`src/hdl/suie_pkg.sv`:
```
`timescale 1ns / 1ps
// Shared constants for the set union / intersection engine.
// No dependencies.
package suie_pkg;

    localparam int SET_DEPTH = 32;
    localparam int SET_AW    = $clog2(SET_DEPTH);
    localparam int SET_SW    = $clog2(SET_DEPTH + 1);
    localparam int UNI_DEPTH = 2 * SET_DEPTH;
    localparam int UNI_AW    = $clog2(UNI_DEPTH);
    localparam int UNI_SW    = $clog2(UNI_DEPTH + 1);

    localparam int VAL_W  = 16;
    localparam int CNT_W  = 16;
    localparam int STAT_W = 2;
    localparam int CMD_W  = 3;

    localparam logic [CMD_W-1:0] CMD_CLEAR     = 3'd0;
    localparam logic [CMD_W-1:0] CMD_ADD_A     = 3'd1;
    localparam logic [CMD_W-1:0] CMD_ADD_B     = 3'd2;
    localparam logic [CMD_W-1:0] CMD_UNION     = 3'd3;
    localparam logic [CMD_W-1:0] CMD_INTERSECT = 3'd4;
    localparam logic [CMD_W-1:0] CMD_A_MINUS_B = 3'd5;
    localparam logic [CMD_W-1:0] CMD_B_MINUS_A = 3'd6;
    localparam logic [CMD_W-1:0] CMD_NEITHER   = 3'd7;

    localparam logic [STAT_W-1:0] STAT_OK    = 2'd0;
    localparam logic [STAT_W-1:0] STAT_FULL  = 2'd1;
    localparam logic [STAT_W-1:0] STAT_EMPTY = 2'd2;

endpackage

```
`src/hdl/suie_ram.sv`:
```
`timescale 1ns / 1ps
// Generic simple dual-port RAM: one write port, one read port, registered read.
// No dependencies.
module suie_ram #(
    parameter int WIDTH = 16,
    parameter int DEPTH = 32
) (
    input  logic                     i_clk,
    input  logic                     i_we,
    input  logic [$clog2(DEPTH)-1:0] i_waddr,
    input  logic [WIDTH-1:0]         i_wdata,
    input  logic [$clog2(DEPTH)-1:0] i_raddr,
    output logic [WIDTH-1:0]         o_rdata
);

    logic [WIDTH-1:0] r_mem [DEPTH];
    logic [WIDTH-1:0] r_rdata;

    always_ff @(posedge i_clk) begin
        if (i_we) begin
            r_mem[i_waddr] <= i_wdata;
        end
        r_rdata <= r_mem[i_raddr];
    end

    assign o_rdata = r_rdata;

endmodule

```
`src/hdl/set_union_intersection_engine_unit.sv`:
```
`timescale 1ns / 1ps
// Set union / intersection / difference engine, top level.
// Depends on suie_pkg and suie_ram.
//
//  channel   dir  handshake                      payload
//  s_axis    in   s_axis_tvalid/s_axis_tready    tuser: cmd; tdata: value
//  m_axis    out  m_axis_tvalid/m_axis_tready    tdata: value_res,count; tuser: status;
//                                                tlast: is_last
//  cfg       in   i_cfg_we                       i_cfg_wdata: class_size
//
// One command at a time. A query walks its source set and, for each element,
// scans the other set (or the union scratch memory) one compare per cycle.
// Reset empties both sets; set memory contents are not cleared. A stalled
// output holds the engine only when a new word must be emitted while the
// output register is still occupied.
module set_union_intersection_engine_unit
    import suie_pkg::*;
(
    input  logic        i_clk,
    input  logic        i_rst_n,
    input  logic        i_cfg_we,
    input  logic [15:0] i_cfg_wdata,     // class_size
    input  logic        s_axis_tvalid,
    output logic        s_axis_tready,
    input  logic [15:0] s_axis_tdata,    // [15:0] value
    input  logic [2:0]  s_axis_tuser,    // [2:0] cmd
    output logic        m_axis_tvalid,
    input  logic        m_axis_tready,
    output logic [31:0] m_axis_tdata,    // [15:0] value_res, [31:16] count
    output logic [1:0]  m_axis_tuser,    // [1:0] status
    output logic        m_axis_tlast
);

    localparam logic [2:0] ST_IDLE = 3'd0;
    localparam logic [2:0] ST_PUSH = 3'd1;
    localparam logic [2:0] ST_SRC  = 3'd2;
    localparam logic [2:0] ST_CAP  = 3'd3;
    localparam logic [2:0] ST_SCAN = 3'd4;
    localparam logic [2:0] ST_DEC  = 3'd5;
    localparam logic [2:0] ST_FIN  = 3'd6;

    logic [2:0]        r_state;
    logic [CNT_W-1:0]  r_class;
    logic [SET_SW-1:0] r_size_a, r_size_b;
    logic [UNI_SW-1:0] r_usize;
    logic [CMD_W-1:0]  r_cmd;
    logic              r_src_b;
    logic [SET_SW-1:0] r_i;
    logic [UNI_SW-1:0] r_j;
    logic              r_rdv;
    logic              r_found;
    logic [VAL_W-1:0]  r_elem;
    logic [VAL_W-1:0]  r_hold;
    logic              r_hold_v;
    logic [STAT_W-1:0] r_pst;
    logic [SET_SW-1:0] r_cnt;

    logic              r_out_v;
    logic [VAL_W-1:0]  r_out_val;
    logic [CNT_W-1:0]  r_out_cnt;
    logic [STAT_W-1:0] r_out_st;
    logic              r_out_last;

    logic              in_acc;
    logic              out_free;
    logic              is_union;
    logic [SET_SW-1:0] ns;
    logic [UNI_SW-1:0] no;
    logic [VAL_W-1:0]  a_rd, b_rd, u_rd, src_rd, oth_rd;
    logic              a_we, b_we, u_we;
    logic [SET_AW-1:0] a_raddr, b_raddr;
    logic              keep;
    logic              want;
    logic              dec_stall;
    logic              last_src;
    logic [UNI_SW-1:0] used;
    logic [CNT_W-1:0]  cnt_val;
    logic              ld;
    logic [VAL_W-1:0]  ld_val;
    logic [CNT_W-1:0]  ld_cnt;
    logic [STAT_W-1:0] ld_st;
    logic              ld_last;
    logic [SET_SW-1:0] q_size;

    assign s_axis_tready = (r_state == ST_IDLE);
    assign in_acc        = s_axis_tvalid && s_axis_tready;
    assign out_free      = !r_out_v || m_axis_tready;
    assign is_union      = (r_cmd == CMD_UNION);

    assign ns     = r_src_b ? r_size_b : r_size_a;
    assign no     = is_union ? r_usize
                  : (r_src_b ? UNI_SW'(r_size_a) : UNI_SW'(r_size_b));
    assign src_rd = r_src_b ? b_rd : a_rd;
    assign oth_rd = is_union ? u_rd : (r_src_b ? a_rd : b_rd);

    assign a_raddr = r_src_b ? r_j[SET_AW-1:0] : r_i[SET_AW-1:0];
    assign b_raddr = r_src_b ? r_i[SET_AW-1:0] : r_j[SET_AW-1:0];

    assign a_we = in_acc && (s_axis_tuser == CMD_ADD_A) && (r_size_a < SET_SW'(SET_DEPTH));
    assign b_we = in_acc && (s_axis_tuser == CMD_ADD_B) && (r_size_b < SET_SW'(SET_DEPTH));

    // keep on found for intersection and neither, on not-found otherwise
    assign want      = (r_cmd == CMD_INTERSECT) || (r_cmd == CMD_NEITHER);
    assign keep      = (r_found == want);
    assign dec_stall = keep && (r_cmd != CMD_NEITHER) && r_hold_v && !out_free;
    assign u_we      = (r_state == ST_DEC) && is_union && keep && !dec_stall;
    assign last_src  = (SET_SW'(r_i + 1'b1) >= ns);

    assign used    = UNI_SW'(r_size_a) + UNI_SW'(r_size_b) - UNI_SW'(r_cnt);
    assign cnt_val = (CNT_W'(used) >= r_class) ? '0 : r_class - CNT_W'(used);

    // size of the first source set of a query
    assign q_size = ((s_axis_tuser == CMD_UNION) || (s_axis_tuser == CMD_A_MINUS_B))
                  ? r_size_a : r_size_b;

    suie_ram #(.WIDTH(VAL_W), .DEPTH(SET_DEPTH)) u_ram_a (
        .i_clk   (i_clk),
        .i_we    (a_we),
        .i_waddr (r_size_a[SET_AW-1:0]),
        .i_wdata (s_axis_tdata),
        .i_raddr (a_raddr),
        .o_rdata (a_rd)
    );

    suie_ram #(.WIDTH(VAL_W), .DEPTH(SET_DEPTH)) u_ram_b (
        .i_clk   (i_clk),
        .i_we    (b_we),
        .i_waddr (r_size_b[SET_AW-1:0]),
        .i_wdata (s_axis_tdata),
        .i_raddr (b_raddr),
        .o_rdata (b_rd)
    );

    suie_ram #(.WIDTH(VAL_W), .DEPTH(UNI_DEPTH)) u_ram_u (
        .i_clk   (i_clk),
        .i_we    (u_we),
        .i_waddr (r_usize[UNI_AW-1:0]),
        .i_wdata (r_elem),
        .i_raddr (r_j[UNI_AW-1:0]),
        .o_rdata (u_rd)
    );

    // output register load
    always_comb begin
        ld      = 1'b0;
        ld_val  = '0;
        ld_cnt  = '0;
        ld_st   = STAT_OK;
        ld_last = 1'b0;
        unique case (r_state)
            ST_PUSH: begin
                ld      = out_free;
                ld_val  = r_hold;
                ld_st   = r_pst;
                ld_last = 1'b1;
            end
            ST_DEC: begin
                ld     = keep && (r_cmd != CMD_NEITHER) && r_hold_v && out_free;
                ld_val = r_hold;
            end
            ST_FIN: begin
                ld      = out_free;
                ld_last = 1'b1;
                priority if (r_cmd == CMD_NEITHER) begin
                    ld_cnt = cnt_val;
                end else if (r_hold_v) begin
                    ld_val = r_hold;
                end else begin
                    ld_st = STAT_EMPTY;
                end
            end
            default: begin
                ld = 1'b0;
            end
        endcase
    end

    always_ff @(posedge i_clk) begin
        if (!i_rst_n) begin
            r_out_v <= 1'b0;
        end else if (ld) begin
            r_out_v <= 1'b1;
        end else if (m_axis_tready) begin
            r_out_v <= 1'b0;
        end
        if (ld) begin
            r_out_val  <= ld_val;
            r_out_cnt  <= ld_cnt;
            r_out_st   <= ld_st;
            r_out_last <= ld_last;
        end
    end

    always_ff @(posedge i_clk) begin
        if (!i_rst_n) begin
            r_class <= '0;
        end else if (i_cfg_we) begin
            r_class <= i_cfg_wdata;
        end
    end

    always_ff @(posedge i_clk) begin
        if (!i_rst_n) begin
            r_state  <= ST_IDLE;
            r_size_a <= '0;
            r_size_b <= '0;
            r_usize  <= '0;
            r_hold_v <= 1'b0;
            r_rdv    <= 1'b0;
        end else begin
            unique case (r_state)
                ST_IDLE: begin
                    if (in_acc) begin
                        r_cmd    <= s_axis_tuser;
                        r_hold   <= s_axis_tdata;
                        r_pst    <= STAT_OK;
                        r_hold_v <= 1'b0;
                        r_cnt    <= '0;
                        r_i      <= '0;
                        unique case (s_axis_tuser)
                            CMD_CLEAR: begin
                                r_size_a <= '0;
                                r_size_b <= '0;
                                r_usize  <= '0;
                                r_hold   <= '0;
                                r_state  <= ST_PUSH;
                            end
                            CMD_ADD_A: begin
                                if (a_we) begin
                                    r_size_a <= SET_SW'(r_size_a + 1'b1);
                                end else begin
                                    r_pst <= STAT_FULL;
                                end
                                r_state <= ST_PUSH;
                            end
                            CMD_ADD_B: begin
                                if (b_we) begin
                                    r_size_b <= SET_SW'(r_size_b + 1'b1);
                                end else begin
                                    r_pst <= STAT_FULL;
                                end
                                r_state <= ST_PUSH;
                            end
                            default: begin
                                r_usize <= '0;
                                // union with an empty A starts on B
                                r_src_b <= (s_axis_tuser != CMD_A_MINUS_B)
                                        && !((s_axis_tuser == CMD_UNION) && (r_size_a != '0));
                                if (s_axis_tuser == CMD_UNION) begin
                                    r_state <= ((r_size_a == '0) && (r_size_b == '0))
                                             ? ST_FIN : ST_SRC;
                                end else begin
                                    r_state <= (q_size == '0) ? ST_FIN : ST_SRC;
                                end
                            end
                        endcase
                    end
                end
                ST_PUSH: begin
                    if (out_free) begin
                        r_state <= ST_IDLE;
                    end
                end
                ST_SRC: begin
                    r_state <= ST_CAP;
                end
                ST_CAP: begin
                    r_elem  <= src_rd;
                    r_j     <= '0;
                    r_found <= 1'b0;
                    r_rdv   <= 1'b0;
                    r_state <= ST_SCAN;
                end
                ST_SCAN: begin
                    if (r_rdv && (oth_rd == r_elem)) begin
                        r_found <= 1'b1;
                        r_rdv   <= 1'b0;
                        r_state <= ST_DEC;
                    end else if ((r_j == no) && !r_rdv) begin
                        r_state <= ST_DEC;
                    end else begin
                        r_rdv <= (r_j != no);
                        if (r_j != no) begin
                            r_j <= UNI_SW'(r_j + 1'b1);
                        end
                    end
                end
                ST_DEC: begin
                    if (!dec_stall) begin
                        if (keep) begin
                            if (r_cmd == CMD_NEITHER) begin
                                r_cnt <= SET_SW'(r_cnt + 1'b1);
                            end else begin
                                r_hold   <= r_elem;
                                r_hold_v <= 1'b1;
                            end
                            if (is_union) begin
                                r_usize <= UNI_SW'(r_usize + 1'b1);
                            end
                        end
                        priority if (!last_src) begin
                            r_i     <= SET_SW'(r_i + 1'b1);
                            r_state <= ST_SRC;
                        end else if (is_union && !r_src_b) begin
                            r_src_b <= 1'b1;
                            r_i     <= '0;
                            r_state <= (r_size_b == '0) ? ST_FIN : ST_SRC;
                        end else begin
                            r_state <= ST_FIN;
                        end
                    end
                end
                ST_FIN: begin
                    if (out_free) begin
                        r_state <= ST_IDLE;
                    end
                end
                default: begin
                    r_state <= ST_IDLE;
                end
            endcase
        end
    end

    assign m_axis_tvalid = r_out_v;
    assign m_axis_tdata  = {r_out_cnt, r_out_val};
    assign m_axis_tuser  = r_out_st;
    assign m_axis_tlast  = r_out_last;

    a_size_bound : assert property (@(posedge i_clk) disable iff (!i_rst_n)
        (r_size_a <= SET_SW'(SET_DEPTH)) && (r_size_b <= SET_SW'(SET_DEPTH)))
        else $error("set size beyond depth");

    a_union_bound : assert property (@(posedge i_clk) disable iff (!i_rst_n)
        (r_state != ST_IDLE) |-> (r_usize <= UNI_SW'(r_size_a) + UNI_SW'(r_size_b)))
        else $error("union scratch larger than both sets");

    a_cnt_bound : assert property (@(posedge i_clk) disable iff (!i_rst_n)
        (r_state != ST_IDLE) |-> (r_cnt <= r_size_b))
        else $error("intersection count exceeds size of B");

    a_scan_bound : assert property (@(posedge i_clk) disable iff (!i_rst_n)
        (r_state == ST_SCAN) |-> (r_j <= no))
        else $error("scan index past end of other set");

    a_out_hold : assert property (@(posedge i_clk) disable iff (!i_rst_n)
        (r_state == ST_FIN) && !out_free |=> (r_state == ST_FIN))
        else $error("final word dropped while output stalled");

endmodule
```
`config.mk`:
```
export PLATFORM = sky130hd
export DESIGN_NAME = set_union_intersection_engine_unit
export DESIGN_NICKNAME = d
export VERILOG_FILES = /design/src/hdl/suie_pkg.sv /design/src/hdl/suie_ram.sv /design/src/hdl/set_union_intersection_engine_unit.sv
export SDC_FILE = /design/constraint.sdc
export NUM_CORES = 2
export LEC_CHECK = 0
export BUFFER_PORTS_ARGS = -buffer_cell sky130_fd_sc_hd__buf_2
export CAP_MARGIN = 20
export CORE_UTILIZATION = 34
export CTS_CLUSTER_SIZE = 20
export DETAILED_ROUTE_END_ITERATION = 10
export PLACE_DENSITY = 0.48
export SLEW_MARGIN = 20
export SYNTH_ARGS = -nofsm -noshare
export SYNTH_HDL_FRONTEND = slang
export SYNTH_HIERARCHICAL = 1
export SYNTH_SLANG_ARGS = --single-unit
```
`constraint.sdc`:
```
create_clock -name i_clk -period 4.1 [get_ports i_clk]
set_input_delay 0.205 -clock i_clk [delete_from_list [all_inputs] [get_ports i_clk]]
set_output_delay 0.205 -clock i_clk [all_outputs]
set_load 0.005 [all_outputs]
```
==> metrics.md <==
| Metric | Value |
|---|---|
| Status | `finished, final reports clean` |
| Clock Tree Root | `clkbuf_16` |
| Slew Limit Fails | `0` |
| Reg2reg start | `r_size_a[1]` |
| I/O Buffers | `76` |
| Hold-critical path depth | `1` |
| Total power | `57.3 mW` |
| Worst Setup SP | `r_size_a[1]` |
| Initial DRC count | `3896` |
| TritonRoute pass-1 iters | `6` |
| Placeable Area | `260000 sq um` |
| Vias in the first global route | `45883` |
| Placed wire-length estimate | `141000 um` |
| Layout area overhead | `15.2%` |
| Synth warnings | `6` |
| FILL cells | `between 20000 and 25000` |
| Slew headroom | `0.332` |
| Die Ht | `514 um` |
| Worst hold path class | `primary input to flop` |
| CP peak stage delay | `roughly 0.6 ns` |
| Crit. End Element | `flop` |
| Max Root-Sink Buffers | `3` |
| Crit path DAT | `4.53 ns` |
| Die area | `264000 sq um` |
| CP required | `4.80 ns` |
| Placement row count | `187` |
| Most common flop cell mapped by yosys | `edfxtp_1` |
| Crit path time final | `3.84 ns` |
| P_leak | `34.2 nW` |
| Cell variety after synth | `between 70 and 80` |
| Hold Vio Cnt, Final | `0` |
| Worst-Skew Late Latency | `0.85 ns` |
| PD cells | `558 nW/um^2` |
| Final #Nets | `5321` |
| Largest net degree at the start of global routing | `86` |
| Post-synthesis cell count | `4832` |
| Final TNS setup | `0 ns` |
| DRT antenna net count | `0` |
| CP max FO | `16` |
| Layout cells sized above 1 | `0.191` |
| Period Utilization, post-route | `0.936` |
| Startpoint type of the worst setup path | `flop` |
| Mapped cell area | `roughly 90000 sq um` |
| Worst R2R Path Depth | `15` |
| Kind of critical path | `flop to flop` |
| Max-cap violations | `0` |
| Clk slew on worst S/H paths | `0.06 ns` |
| Hold_sp | `s_axis_tdata[8]` |
| Mean routed wirelength per cell | `26.4 um` |
| Avg Vias per Cell | `~5.1` |
| Global-route wire length before repair | `339000 um` |
| Syn_area_per_cell | `18.4 sq um` |
| Share of the synthesized area in the top cell type | `0.722` |
| Initial Utilization | `0.342` |
| Clock tree from TritonCTS | `yes` |
| Initial antenna violation count | `8` |
| Worst vdd ir | `roughly 0.43 mV` |
| RD Place Congestion | `0.796` |
| Sink Count | `2229` |
| GRT Util Overall | `0.177` |
| Fmax | `0.261 GHz` |
| Most frequent cells after synthesis | `edfxtp_1, mux2i_1, mux4_2` |
| Count leader, synth | `edfxtp_1` |
| Critical-path top delay cell | `fa_1` |
| Drt total wl | `roughly 240000 um` |
| Post-synth EDFFs | `2140` |
| DIE WIDTH | `514 um` |
| CTS buffer count | `230` |
| Worst Skew | `0.0430 ns` |
| RSZ-0062 raised after global routing | `false` |
| Worst slew pin tran | `1.00 ns` |
| Flops & latches, synth | `approximately 2200` |
| Final Util | `0.394` |
| # setup viols final | `0` |
| GRT Residual Overflow | `0` |
| Syn Nets | `between 4000 and 5000` |
| IO Pins | `77` |
| Leading area contributor after synthesis | `edfxtp_1` |
| Sequential fraction of the synthesis area | `0.742` |
| H-tree levels | `4` |
| Fraction of registers with async set or reset after synthesis | `0` |
| Largest cells by area after synthesis | `edfxtp_1, mux2i_1, mux4_2, dfxtp_1, a22oi_1` |
| Via Count | `45492` |
| # DRC | `0` |
| Ordered list of cells on the worst path | `inv_1 > fa_1 > inv_1 > ha_1 > a21o_1 > a21oi_1 > o21bai_1 > a21oi_1 > xor2_1 > ha_1 > nand2_1 > o21ai_2 > o21ai_0 > a311o_2 > nor3_1` |
## layout make-up
cell class,count,area [sq um],share of cell area
clock inverter,132,1140,0.0111
multi-input combinational,2294,20900,0.204
timing repair buffer,450,3700,0.0361
antenna,6,15.0,0.000146
tap,3496,4370,0.0427
clock buffer,293,6210,0.0605
sequential,2229,66000,0.644
inverter,41,154,0.00150
## registers in the layout (all words and copies together) (netlist names), 7 cells and up
signal           count
u_ram_u/r_mem     1024
u_ram_a/r_mem      512
u_ram_b/r_mem      512
r_class             16
r_elem              16
r_hold              16
r_out_cnt           16
r_out_val           16
u_ram_a/o_rdata     16
u_ram_b/o_rdata     16
u_ram_u/o_rdata     16
r_j                  7
r_usize              7
## worst paths after layout
check	to	slack, ns
hold / removal	u_ram_b/r_mem[1][8]	0.02
hold reg to reg	r_out_val[10]	0.54
setup / recovery	r_out_cnt[5]	0.26
setup reg to reg	r_out_cnt[5]	0.26
## cell usage in the layout (no fill, tap or decap), types with 45 or more instances in the layout
master / n
clkinv_1: 59
mux4_2: 220
buf_4: 298
nor2b_1: 74
nor2_1: 197
buf_2: 64
xnor2_1: 50
a22o_1: 86
mux2i_1: 646
nand2_1: 152
nor3_1: 45
edfxtp_1: 2140
clkbuf_16: 235
a21oi_1: 103
mux2_2: 66
nand3_1: 109
dfxtp_1: 89
dlygate4sd3_1: 62
a22oi_1: 167
clkbuf_1: 47
nand4_1: 55
## critical path, delay by kind of cell (launching register included)
family	cells	cell delay [ns]
XOR/XNOR	1	0.10
AO/OA/AOI/OAI	7	1.58
flip-flops	1	0.32
buffers and inverters	2	0.13
AND/OR/NAND/NOR	2	0.31
adder cells (fa/ha/maj)	3	1.25
## logic make-up after synthesis
| family | count (synthesis) | share of synthesized area |
|---|---|---|
| buffers and inverters | 309 | 0.0239 |
| xor gates and xnor gates | 67 | 0.00659 |
| AOI/OAI and AO/OA | 505 | 0.0412 |
| and+or+nand+nor | 747 | 0.0423 |
| muxes | 940 | 0.138 |
| DFF | 2229 | 0.742 |
| adders and majority gates | 35 | 0.00551 |
## layer usage
layer  part of all wire  track usage
met1               0.45        0.247
met2               0.49        0.293
met3              0.039       0.0238
met4              0.023       0.0449
met5                  0            0
## power breakdown
| group | internal [mW] | switching (mW) |
|---|---|---|
| logic | 4.18 | 6.59 |
| clock network | 11.5 | 8.76 |
| registers | 25.6 | 0.596 |
## stage by stage
stage          setup WS (ns)  hold slack, ns  cells  area [sq um]
2_1_floorplan          0.417           0.304   4832         89000
3_3_place_gp           0.192           0.466   8448         94600
3_5_place_dp           0.206           0.473   8448         94600
4_1_cts                0.185        0.000742   8935        103000
5_1_grt               0.0164         0.00399   8936        103000
6_report               0.262          0.0152   8941        103000
## repair_timing
action	4_1_cts	5_1_grt
hold buffers	62	0
resized for setup	0	0
setup endpoints to repair	0	1
hold endpoints to repair	243	0
buffers inserted	0	0
(Power assumes the default switching activity.)
